`config.mk`:
```
export PLATFORM = sky130hd
export DESIGN_NAME = isdn_info_element_finder_flat
export DESIGN_NICKNAME = d
export VERILOG_FILES = /design/src/rtl/core/ief_pkg.sv /design/src/rtl/core/ief_in_if.sv /design/src/rtl/core/ief_out_if.sv /design/src/rtl/core/ief_parser.sv /design/src/rtl/core/ief_result_reg.sv /design/src/rtl/core/isdn_info_element_finder.sv /design/src/flat_wrapper.sv
export VERILOG_INCLUDE_DIRS = /design/src /design/src/rtl/core
export SDC_FILE = /design/constraint.sdc
export NUM_CORES = 1
export LEC_CHECK = 0
export BUFFER_PORTS_ARGS = -buffer_cell sky130_fd_sc_hd__buf_2
export CORE_UTILIZATION = 59
export DETAILED_ROUTE_END_ITERATION = 8
export HOLD_SLACK_MARGIN = 0.02
export PLACE_DENSITY_LB_ADDON = 0.08
export SYNTH_ARGS = -nofsm -noshare
export SYNTH_HDL_FRONTEND = slang
export SYNTH_SLANG_ARGS = --single-unit
```
`constraint.sdc`:
```
create_clock -name i_clk -period 3.6 [get_ports i_clk]
set_input_delay 0.72 -clock i_clk [delete_from_list [all_inputs] [get_ports i_clk]]
set_output_delay 0.72 -clock i_clk [all_outputs]
set_load 0.01 [all_outputs]
```
`src/rtl/core/isdn_info_element_finder_defines.svh`:
```
// -----------------------------------------------------------------------------
// isdn_info_element_finder_defines.svh
// Assertion macros used by the element finder top level.
// -----------------------------------------------------------------------------
`ifndef ISDN_INFO_ELEMENT_FINDER_DEFINES_SVH
`define ISDN_INFO_ELEMENT_FINDER_DEFINES_SVH

// Same-cycle implication, sampled on the rising edge, off during reset.
`define IEF_ASSERT_NOW(label, clk, rst_n, ante, cons, msg) \
    label: assert property (@(posedge clk) disable iff (!(rst_n)) \
        (ante) |-> (cons)) else $error(msg);

// Next-cycle implication, sampled on the rising edge, off during reset.
`define IEF_ASSERT_NEXT(label, clk, rst_n, ante, cons, msg) \
    label: assert property (@(posedge clk) disable iff (!(rst_n)) \
        (ante) |=> (cons)) else $error(msg);

`endif

```
`src/rtl/core/ief_pkg.sv`:
```
// -----------------------------------------------------------------------------
// ief_pkg
// Types and constants of the information element finder.
// -----------------------------------------------------------------------------
package ief_pkg;

    localparam int OFFSET_W          = 9;
    localparam int MAX_OFFSET        = 511;
    localparam int DEF_MAX_MSG_BYTES = 512;

    localparam logic [7:0] SHIFT_MASK   = 8'hf0;
    localparam logic [7:0] SHIFT_CODE   = 8'h90;
    localparam logic [7:0] CODESET_MASK = 8'h07;
    localparam logic [7:0] NONLOCK_BIT  = 8'h08;
    localparam logic [7:0] SINGLE_BIT   = 8'h80;
    localparam logic [7:0] CRLEN_MASK   = 8'h0f;

    typedef enum logic [1:0] {
        OUT_FOUND  = 2'd0,
        OUT_PASSED = 2'd1,
        OUT_END    = 2'd2
    } t_outcome;

    typedef struct packed {
        t_outcome              outcome;
        logic [OFFSET_W-1:0]   offset;
    } t_result;

    // handshake between the parse stage and the result register
    typedef struct packed {
        logic    load;
        t_result res;
    } t_result_req;

endpackage

```
`src/rtl/core/ief_in_if.sv`:
```
// -----------------------------------------------------------------------------
// ief_in_if
// Octet channel into the element finder.
// -----------------------------------------------------------------------------
interface ief_in_if;
    logic       valid;
    logic       ready;
    logic [7:0] msg_byte;
    logic       last_byte;
    logic [7:0] wanted_ie;
    logic [2:0] wanted_codeset;

    modport source (
        output valid, msg_byte, last_byte, wanted_ie, wanted_codeset,
        input  ready
    );
    modport sink (
        input  valid, msg_byte, last_byte, wanted_ie, wanted_codeset,
        output ready
    );
endinterface

```
`src/rtl/core/ief_out_if.sv`:
```
// -----------------------------------------------------------------------------
// ief_out_if
// Search result channel out of the element finder.
// -----------------------------------------------------------------------------
interface ief_out_if;
    logic       valid;
    logic       ready;
    logic [1:0] outcome;
    logic [8:0] ie_offset;

    modport source (
        output valid, outcome, ie_offset,
        input  ready
    );
    modport sink (
        input  valid, outcome, ie_offset,
        output ready
    );
endinterface

```
`src/rtl/core/ief_parser.sv`:
```
// -----------------------------------------------------------------------------
// ief_parser
// Input register and per-octet message walk; issues at most one result.
// -----------------------------------------------------------------------------
module ief_parser
    import ief_pkg::*;
#(
    parameter int MaxMsgBytes = DEF_MAX_MSG_BYTES
) (
    input  logic          i_clk,
    input  logic          i_rst_n,
    ief_in_if.sink        i_in,
    input  logic          i_space,
    output t_result_req   o_req
);

    localparam int PosCapInt = (MaxMsgBytes - 1 < MAX_OFFSET) ? MaxMsgBytes - 1 : MAX_OFFSET;
    localparam logic [OFFSET_W-1:0] POS_CAP = OFFSET_W'(PosCapInt);

    typedef enum logic [7:0] {
        PH_DISC  = 8'b0000_0001,
        PH_CRLEN = 8'b0000_0010,
        PH_CRREF = 8'b0000_0100,
        PH_MTYPE = 8'b0000_1000,
        PH_IDENT = 8'b0001_0000,
        PH_LEN   = 8'b0010_0000,
        PH_BODY  = 8'b0100_0000,
        PH_IDLE  = 8'b1000_0000
    } t_phase;

    // input register
    logic       r_s1_valid;
    logic [7:0] r_byte;
    logic       r_last;
    logic [7:0] r_wie;
    logic [2:0] r_wcs;

    // parse state
    t_phase              r_phase,  n_phase;
    logic [7:0]          r_skip,   n_skip;
    logic [2:0]          r_active, n_active;
    logic [2:0]          r_locked, n_locked;
    logic [OFFSET_W-1:0] r_pos,    n_pos;
    logic [7:0]          r_sie,    n_sie;
    logic [2:0]          r_scs,    n_scs;

    logic                advance;
    logic                have;
    t_outcome            outcome;
    logic [OFFSET_W-1:0] offset;
    logic [OFFSET_W-1:0] pos_cur;
    logic [2:0]          act_new;
    logic [2:0]          lock_new;
    logic [7:0]          skip_dec;
    logic                shift_hit;
    logic                cs_match;

    assign advance    = r_s1_valid && i_space;
    assign i_in.ready = !r_s1_valid || advance;

    always_ff @(posedge i_clk) begin
        if (!i_rst_n) begin
            r_s1_valid <= 1'b0;
        end else if (i_in.ready) begin
            r_s1_valid <= i_in.valid;
        end
        if (i_in.valid && i_in.ready) begin
            r_byte <= i_in.msg_byte;
            r_last <= i_in.last_byte;
            r_wie  <= i_in.wanted_ie;
            r_wcs  <= i_in.wanted_codeset;
        end
    end

    assign pos_cur   = (r_phase == PH_DISC) ? '0 : r_pos;
    assign skip_dec  = r_skip - 8'd1;
    assign shift_hit = (r_byte & SHIFT_MASK) == SHIFT_CODE;
    assign act_new   = shift_hit ? r_byte[2:0] & CODESET_MASK[2:0] : r_active;
    assign lock_new  = (shift_hit && ((r_byte & NONLOCK_BIT) == 8'h00)) ? act_new : r_locked;
    assign cs_match  = act_new == r_scs;

    always_comb begin
        n_phase  = r_phase;
        n_skip   = r_skip;
        n_active = r_active;
        n_locked = r_locked;
        n_pos    = r_pos;
        n_sie    = r_sie;
        n_scs    = r_scs;
        have     = 1'b0;
        outcome  = OUT_FOUND;
        offset   = '0;

        unique case (r_phase)
            PH_DISC: begin
                n_sie    = r_wie;
                n_scs    = r_wcs;
                n_active = 3'd0;
                n_locked = 3'd0;
                n_phase  = PH_CRLEN;
            end
            PH_CRLEN: begin
                n_skip  = r_byte & CRLEN_MASK;
                n_phase = ((r_byte & CRLEN_MASK) != 8'h00) ? PH_CRREF : PH_MTYPE;
            end
            PH_CRREF: begin
                n_skip = skip_dec;
                if (skip_dec == 8'd0) begin
                    n_phase = PH_MTYPE;
                end
            end
            PH_MTYPE: begin
                n_phase = PH_IDENT;
            end
            PH_IDENT: begin
                n_active = act_new;
                n_locked = lock_new;
                if ((r_byte & SINGLE_BIT) == 8'h00) begin
                    if (cs_match && r_byte == r_sie) begin
                        have    = 1'b1;
                        outcome = OUT_FOUND;
                        offset  = pos_cur;
                    end else if (cs_match && r_byte > r_sie) begin
                        have    = 1'b1;
                        outcome = OUT_PASSED;
                    end else begin
                        n_active = lock_new;
                        n_phase  = PH_LEN;
                    end
                end
            end
            PH_LEN: begin
                n_skip  = r_byte;
                n_phase = (r_byte != 8'd0) ? PH_BODY : PH_IDENT;
            end
            PH_BODY: begin
                n_skip = skip_dec;
                if (skip_dec == 8'd0) begin
                    n_phase = PH_IDENT;
                end
            end
            PH_IDLE: begin
            end
            default: begin
                n_phase = PH_DISC;
            end
        endcase

        if (r_phase != PH_IDLE) begin
            if (!have && r_last) begin
                have    = 1'b1;
                outcome = OUT_END;
            end
            n_pos = (pos_cur < POS_CAP) ? pos_cur + 1'b1 : pos_cur;
            if (have && !r_last) begin
                n_phase = PH_IDLE;
            end
        end

        // last octet closes the message: start over
        if (r_last && (have || r_phase == PH_IDLE)) begin
            n_phase  = PH_DISC;
            n_skip   = 8'd0;
            n_active = 3'd0;
            n_locked = 3'd0;
            n_pos    = '0;
        end
    end

    always_ff @(posedge i_clk) begin
        if (!i_rst_n) begin
            r_phase  <= PH_DISC;
            r_skip   <= 8'd0;
            r_active <= 3'd0;
            r_locked <= 3'd0;
            r_pos    <= '0;
            r_sie    <= 8'd0;
            r_scs    <= 3'd0;
        end else if (advance) begin
            r_phase  <= n_phase;
            r_skip   <= n_skip;
            r_active <= n_active;
            r_locked <= n_locked;
            r_pos    <= n_pos;
            r_sie    <= n_sie;
            r_scs    <= n_scs;
        end
    end

    assign o_req.load        = advance && have;
    assign o_req.res.outcome = outcome;
    assign o_req.res.offset  = offset;

endmodule

```
`src/rtl/core/ief_result_reg.sv`:
```
// -----------------------------------------------------------------------------
// ief_result_reg
// Output register holding one search result until the sink takes it.
// -----------------------------------------------------------------------------
module ief_result_reg
    import ief_pkg::*;
(
    input  logic          i_clk,
    input  logic          i_rst_n,
    input  t_result_req   i_req,
    output logic          o_space,
    ief_out_if.source     o_out
);

    logic    r_valid;
    t_result r_res;

    assign o_space = !r_valid || o_out.ready;

    always_ff @(posedge i_clk) begin
        if (!i_rst_n) begin
            r_valid <= 1'b0;
        end else if (o_space) begin
            r_valid <= i_req.load;
        end
        if (o_space && i_req.load) begin
            r_res <= i_req.res;
        end
    end

    assign o_out.valid     = r_valid;
    assign o_out.outcome   = r_res.outcome;
    assign o_out.ie_offset = r_res.offset;

endmodule

```
`src/rtl/core/isdn_info_element_finder.sv`:
```
// -----------------------------------------------------------------------------
// isdn_info_element_finder
// Walks a signalling message octet by octet and reports whether one
// information element is present in the wanted codeset, and where.
// -----------------------------------------------------------------------------
//   channel  | dir | modport | payload
//   ---------+-----+---------+-----------------------------------------------
//   i_in     | in  | sink    | msg_byte, last_byte, wanted_ie, wanted_codeset
//   o_out    | out | source  | outcome, ie_offset (0..511)
//
// Each octet enters the input register as one request, the parse logic
// decides it against the stored phase and codeset state, and any result
// lands in the output register on the same edge that advances the phase.
// Throughput is one octet per cycle while the result register is not stalled.
// Reset (i_rst_n low, synchronous) returns to the discriminator phase.
// A stalled result register holds the parse stage; i_in.ready drops only
// while both the input register and the result register are full.
// -----------------------------------------------------------------------------
`include "isdn_info_element_finder_defines.svh"

module isdn_info_element_finder
    import ief_pkg::*;
#(
    parameter int MaxMsgBytes = DEF_MAX_MSG_BYTES
) (
    input  logic       i_clk,
    input  logic       i_rst_n,
    ief_in_if.sink     i_in,
    ief_out_if.source  o_out
);

    t_result_req req;
    logic        space;

    // Parse stage: register the request, advance the message walk.
    ief_parser #(
        .MaxMsgBytes (MaxMsgBytes)
    ) u_parser (
        .i_clk   (i_clk),
        .i_rst_n (i_rst_n),
        .i_in    (i_in),
        .i_space (space),
        .o_req   (req)
    );

    // Result stage: hold the outcome until the sink takes it.
    ief_result_reg u_result (
        .i_clk   (i_clk),
        .i_rst_n (i_rst_n),
        .i_req   (req),
        .o_space (space),
        .o_out   (o_out)
    );

    // A found element sits past discriminator, call-reference length and
    // message type, so its offset is never below three.
    `IEF_ASSERT_NOW(a_found_offset, i_clk, i_rst_n, o_out.valid && o_out.outcome == OUT_FOUND, o_out.ie_offset >= 9'd3, "found element reported inside the message header")

    // Offset carries meaning only for a found element.
    `IEF_ASSERT_NOW(a_other_offset, i_clk, i_rst_n, o_out.valid && o_out.outcome != OUT_FOUND, o_out.ie_offset == 9'd0, "nonzero offset on a passed or end-of-message result")

    // Back-pressure on the input comes only from a stalled result.
    `IEF_ASSERT_NOW(a_stall_source, i_clk, i_rst_n, !i_in.ready, o_out.valid && !o_out.ready, "input stalled without a stalled result")

endmodule
```
`src/flat_wrapper.sv`:
```
// flat-port wrapper written by rule: the top's interface ports become plain ports
module isdn_info_element_finder_flat import ief_pkg::*;
#(
    parameter int MaxMsgBytes = DEF_MAX_MSG_BYTES
)
  (i_clk, i_rst_n, i_in_valid, i_in_msg_byte, i_in_last_byte, i_in_wanted_ie, i_in_wanted_codeset, i_in_ready, o_out_valid, o_out_outcome, o_out_ie_offset, o_out_ready);
  ief_in_if i_in_i ();
  ief_out_if o_out_i ();
  input  logic i_clk;
  input  logic i_rst_n;
  input wire logic [$bits(i_in_i.valid)-1:0] i_in_valid;
  input wire logic [$bits(i_in_i.msg_byte)-1:0] i_in_msg_byte;
  input wire logic [$bits(i_in_i.last_byte)-1:0] i_in_last_byte;
  input wire logic [$bits(i_in_i.wanted_ie)-1:0] i_in_wanted_ie;
  input wire logic [$bits(i_in_i.wanted_codeset)-1:0] i_in_wanted_codeset;
  output wire logic [$bits(i_in_i.ready)-1:0] i_in_ready;
  output wire logic [$bits(o_out_i.valid)-1:0] o_out_valid;
  output wire logic [$bits(o_out_i.outcome)-1:0] o_out_outcome;
  output wire logic [$bits(o_out_i.ie_offset)-1:0] o_out_ie_offset;
  input wire logic [$bits(o_out_i.ready)-1:0] o_out_ready;
  assign i_in_i.valid = i_in_valid;
  assign i_in_i.msg_byte = i_in_msg_byte;
  assign i_in_i.last_byte = i_in_last_byte;
  assign i_in_i.wanted_ie = i_in_wanted_ie;
  assign i_in_i.wanted_codeset = i_in_wanted_codeset;
  assign i_in_ready = i_in_i.ready;
  assign o_out_valid = o_out_i.valid;
  assign o_out_outcome = o_out_i.outcome;
  assign o_out_ie_offset = o_out_i.ie_offset;
  assign o_out_i.ready = o_out_ready;
  isdn_info_element_finder #(.MaxMsgBytes(MaxMsgBytes)) u_core (.i_clk(i_clk), .i_rst_n(i_rst_n), .i_in(i_in_i), .o_out(o_out_i));
endmodule
```
Word-level counts from Yosys, hierarchy flattened
Index checks and enable logic that the tools add are counted.
- add/subtract/negate cells: 2
- $lt $le $gt $ge: 2
- eq/ne operators: 12
- multiplexer cells: 39
- reduce and logical (&&, ||, !) cells: 31
- operators by type and width (kind ; number):
    $mux W8 ; 9
    $pmux W8 S8 ; 1
    $mux W9 ; 4
    $logic_not A8 Y1 ; 3
    $pmux W8 S3 ; 1
    $mux W3 ; 7
    $reduce_bool A8 Y1 ; 2
    $pmux W3 S2 ; 2
    $mux W1 ; 11
    $logic_and A1 B1 Y1 ; 10
    $add A9 B1 Y9 const B ; 1
    $lt A9 B9 Y1 const B ; 1
    $eq A8 B1 Y1 const B ; 1
    $eq A8 B2 Y1 const B ; 1
    $eq A8 B3 Y1 const B ; 1
    $eq A8 B4 Y1 const B ; 1
    $eq A8 B5 Y1 const B ; 1
    $eq A8 B6 Y1 const B ; 1
    $eq A8 B7 Y1 const B ; 1
    $eq A8 B8 Y1 ; 1
    $eq A8 B8 Y1 const B ; 1
    $gt A8 B8 Y1 ; 1
    $ne A8 B8 Y1 const B ; 1
    $reduce_and A2 Y1 ; 4
    13 further kinds ; 19
- register bits after elaboration: 75
- output and inout port bits: 13

Logic depth before layout (Yosys ltp)
- depth in word-level cells: 17
- depth in mapped cells: 10

By module
Synthesis repeated with hierarchy kept, for this count alone.
- cell total of the unflattened synthesis: 406
- area total of the unflattened synthesis: 3852.4 um^2
- modules (own cells, without submodules) (module ; instances ; cells each ; area an instance (um^2) ; sequential area each (um^2)):
    ief_parser ; 1 ; 390 ; 3464.6 ; 1461.4
    ief_result_reg ; 1 ; 16 ; 387.9 ; 350.3

Worst setup path after synthesis
Ideal clock, no wire load.
- path type: register to register
- from: reg u_core.u_parser.r_phase[1]
- to: reg u_core.u_result.r_res, in the netlist u_core.u_result.o_out.ie_offset[0] (enable)
- arrival: 2133 ps
- path slack: 1084 ps
- cell stages (with the launch flop): 6
- clock period less this slack: 2516 ps
- cell sequence: dfxtp_1 > buf_6 > or4_4 > nor3_1 > o311ai_0 > a21oi_1
- word-level cells in the longest chain between the ends: 9
- RTL lines (element ; RTL line ; source):
    start, declared ; ief_parser.sv:39 ; t_phase r_phase, n_phase;
    start signal, assigned ; ief_parser.sv:180 ; r_phase <= n_phase;
    $eq A8 B5 Y1 ; ief_parser.sv:94 ; unique case (r_phase)
    $mux W1 ; ief_parser.sv:94 ;
    $logic_not A1 Y1 ; ief_parser.sv:150 ; if (!have && r_last) begin
    $logic_and A1 B1 Y1 ; ief_parser.sv:150 ;
    $mux W1 ; ief_parser.sv:150 ;
    $mux W1 ; ief_parser.sv:149 ; if (r_phase != PH_IDLE) begin
    $mux W1 * ; ief_parser.sv:149 ;
    $logic_and A1 B1 Y1 * ; ief_parser.sv:190 ; assign o_req.load = advance && have;
    $logic_and A1 B1 Y1 * ; ief_result_reg.sv:26 ; if (o_space && i_req.load) begin
    end signal, assigned ; ief_result_reg.sv:27 ; r_res <= i_req.res;
    end, declared ; ief_result_reg.sv:16 ; t_result r_res;
Mark *: on every way between the ends. The rest lies on a longest branch, timed or not. The select of a mux whose other input is x is not followed.
A chain may end at the register's enable or synchronous reset.

Final worst setup path
- from: reg u_core.u_parser.r_byte[7]
- to: reg u_core.u_parser.r_phase[5]
- word-level cells in the longest chain between the ends: 16
- RTL lines (element ; RTL line ; source):
    start, declared ; ief_parser.sv:33 ; logic [7:0] r_byte;
    start signal, assigned ; ief_parser.sv:68 ; r_byte <= i_in.msg_byte;
    parallel branches: the longest is 15 deep, another holds $gt A8 B8 Y1 ; - ;
    $mux W8 * ; ief_parser.sv:161 ; if (r_last && (have || r_phase == PH_IDLE)) begin
Mark *: on every way between the ends. The select of a mux whose other input is x is not followed.

==> results.json <==
{
  "h-tree-depth": 3,
  "synth_top_area_share_pct": 23.24,
  "routed_wl_um": 8702,
  "ctsHoldBuffers": 0,
  "grt_pass1_wl_um": 14530,
  "fin_ws_ns": 1.109,
  "io_buffers": 36,
  "syn_inst": 424,
  "synth_flop_cell": "dfxtp_1",
  "synth_largest_area_cell": "edfxtp_1",
  "grt_pass1_vias": 3153,
  "finClkSkew_ns": 0.007917,
  "register_area_sq_um": 1812,
  "leakagePower_nw": 1.563,
  "netlist_area_sq_um": 4006,
  "violations": "DRC",
  "area_growth_pct": 9.119,
  "setup_tns_ns": 0,
  "avgSynthCellArea_sq_um": 9.449,
  "fill_cells": 515,
  "synth_edf_count": 31,
  "finalCritPeriodShare_pct": 69.19,
  "drc": 3,
  "clk_pin_slew_ns": 0.08,
  "hold_class": "reg -> reg",
  "power_density_nw_per_um2": 391.0,
  "maxCapViolations": 0,
  "design.core.area_sq_um": 6459,
  "fp.dieW_um": 84.41,
  "vdd_drop_max_mv": 0.4292,
  "yosys_warnings": 0,
  "dp_hpwl_um": 6127,
  "grt_overflow": 0,
  "cts_made_buffers": 9,
  "avgViaCountPerCell": 6.216,
  "tightestPinTransition_ns": 1.043,
  "drive_gt1_share_pct": 18.00,
  "critPathArrivalTime_ns": 2.77,
  "relSlewSlack_pct": 30.49,
  "grt_start_max_net_pins": 32,
  "synth-seq-area-share_pct": 45.22,
  "grt_use_total_pct": 26.31,
  "die_h_um": 84.41,
  "cts_setup_buffers": 0,
  "row_count": 29,
  "clk_latency_ns": 0.36,
  "ios": 37,
  "syn-num-nets": 459,
  "cts_root_buf": "clkbuf_8",
  "ys_seq_elements": 75,
  "multiInputGateArea_sq_um": 1982,
  "max_freq_mhz": 401.5,
  "async_flop_share_pct": 0,
  "synth_area_leaders": "edfxtp_1 23%, dfxtp_1 22%, nand2_1 4.7%, a21oi_1 4.1%, ha_1 3.4%",
  "finalNetCount": 491,
  "critPathMaxFanout": 9,
  "drt_pre_antenna_iters": 7,
  "clockBufferDepth": 2,
  "cp-start-kind": "register",
  "critPathRequiredTime_ns": 3.88,
  "crit_path_end_kind": "register",
  "diodes": 0,
  "routed-via-count": 3344,
  "ys_types": 72,
  "hold_viol": 0,
  "cts_tree": "yes",
  "dieArea_sq_um": 7124,
  "outcome": "finished with violations",
  "min_period_ns": 2.491,
  "cts_num_sinks": 75,
  "drtAntennaViolNets": 0,
  "power_mw": 1.709,
  "pre_cts_slack_ns": 1.177,
  "slew_viol_final": 0,
  "start_util_pct": 62.03,
  "antenna_found_initial": 0,
  "place_congestion": 0.8715,
  "setup_viol": 0,
  "drt_iter0_drc": 213,
  "rsz0062_at_grt": "no",
  "wire_per_inst_um": 16.17,
  "cts-resized-gates": 0,
  "crit_type": "reg -> reg"
}
per-stage QoR:
step	hold slack [ns]	util [%]	std cells	cell area [sq um]
global route	0.4699	67.69	538	4372
finish	0.4595	67.69	538	4372
CTS	0.4574	67.69	538	4372
global placement	0.4456	64.59	522	4172
detailed placement	0.4467	64.59	522	4172
floorplan	0.4341	-	424	4006
cell families (layout without fill, tap and decap cells):
group                    Yosys count  count (layout)  synth area share (%)
XOR/XNOR                          14              14                 3.061
flip-flops                        75              75                 45.22
multiplexers                       6               6                 1.655
AO/OA/AOI/OAI                    106             106                 17.77
buffers and inverters             39              76                 5.310
adder cells (fa/ha/maj)           11              11                 3.435
AND/OR/NAND/NOR                  173             173                 23.55
synthesized netlist by cell type, drive strengths merged (5+ instances only):
cell type	number
nand2	50
dfxtp	44
a21oi	33
edfxtp	31
nor2	26
inv	21
nand3	19
o21ai	16
and2	14
nor3	12
buf	11
ha	11
nor4	9
a211oi	8
a31oi	8
clkbuf	7
nand4	7
or3	7
xnor2	7
xor2	7
mux2	5
where the power goes:
group	switching [mW]	total (mW)	internal (mW)
clock	0.329	0.653	0.324
sequential	0.0218	0.931	0.909
combinational	0.0799	0.125	0.0453
total	0.431	1.71	1.28
state kept, by name, summed over array words and instances (netlist names), 8 cells and up:
signal / flops
u_core.u_parser.r_byte: 8
u_core.u_parser.r_phase: 8
u_core.u_parser.r_pos: 9
u_core.u_parser.r_sie: 8
u_core.u_parser.r_skip: 8
u_core.u_parser.r_wie: 8
u_core.u_result.o_out.ie_offset: 9
worst max-delay path: stages, from the launching register on:
cell and delay (ns):
edfxtp_1 0.56, ha_1 0.39, a21oi_1 0.15, o21ai_0 0.17
o32ai_1 0.75, nand3_1 0.20, o22ai_1 0.20
routing by layer:
metal | vias up | wire (um) | GRT usage, %
met5 | - | 0 | 0
met4 | 0 | 193 | 12.33
met3 | 18 | 625 | 6.686
met2 | 133 | 4157 | 43.89
met1 | 1554 | 3725 | 32.15
li1 | 1639 | - | -
cells in the final DEF (no fill, tap or decap), types with 8 or more instances in the layout:
cell      Yosys  final
nand2_1      50     50
nand3_1      19     19
o21ai_0      15     15
buf_2         2     36
a21oi_1      33     33
and2_1       13     13
ha_1         11     11
dfxtp_1      44     44
nor2_1       25     25
clkbuf_8      0      9
edfxtp_1     31     31
a31oi_1       8      8
nor3_1       12     12
inv_1        21     21
path summary, 6_finish.rpt:
kind / start / endpoint / slack (ns) / cells after the start
setup / recovery: u_core.u_parser.r_byte[7] / u_core.u_parser.r_phase[5] / 1.11 / 6
hold / removal: u_core.u_parser.r_sie[2] / u_core.u_parser.r_sie[2] / 0.46 / 2
setup reg to reg: u_core.u_parser.r_byte[7] / u_core.u_parser.r_phase[5] / 1.11 / 6
hold reg to reg: u_core.u_parser.r_sie[2] / u_core.u_parser.r_sie[2] / 0.46 / 2
area by class of cell:
type                    count  share of cell area, %
multi-input cells         310                  45.33
flip-flops and latches     75                  41.44
repair buffers             39                  4.637
clock buffers               9                  2.833
well taps                  77                  2.204
inverters                  21                  1.803
clock inverters             7                  1.746
No activity file was read; power rests on OpenSTA's default activity.
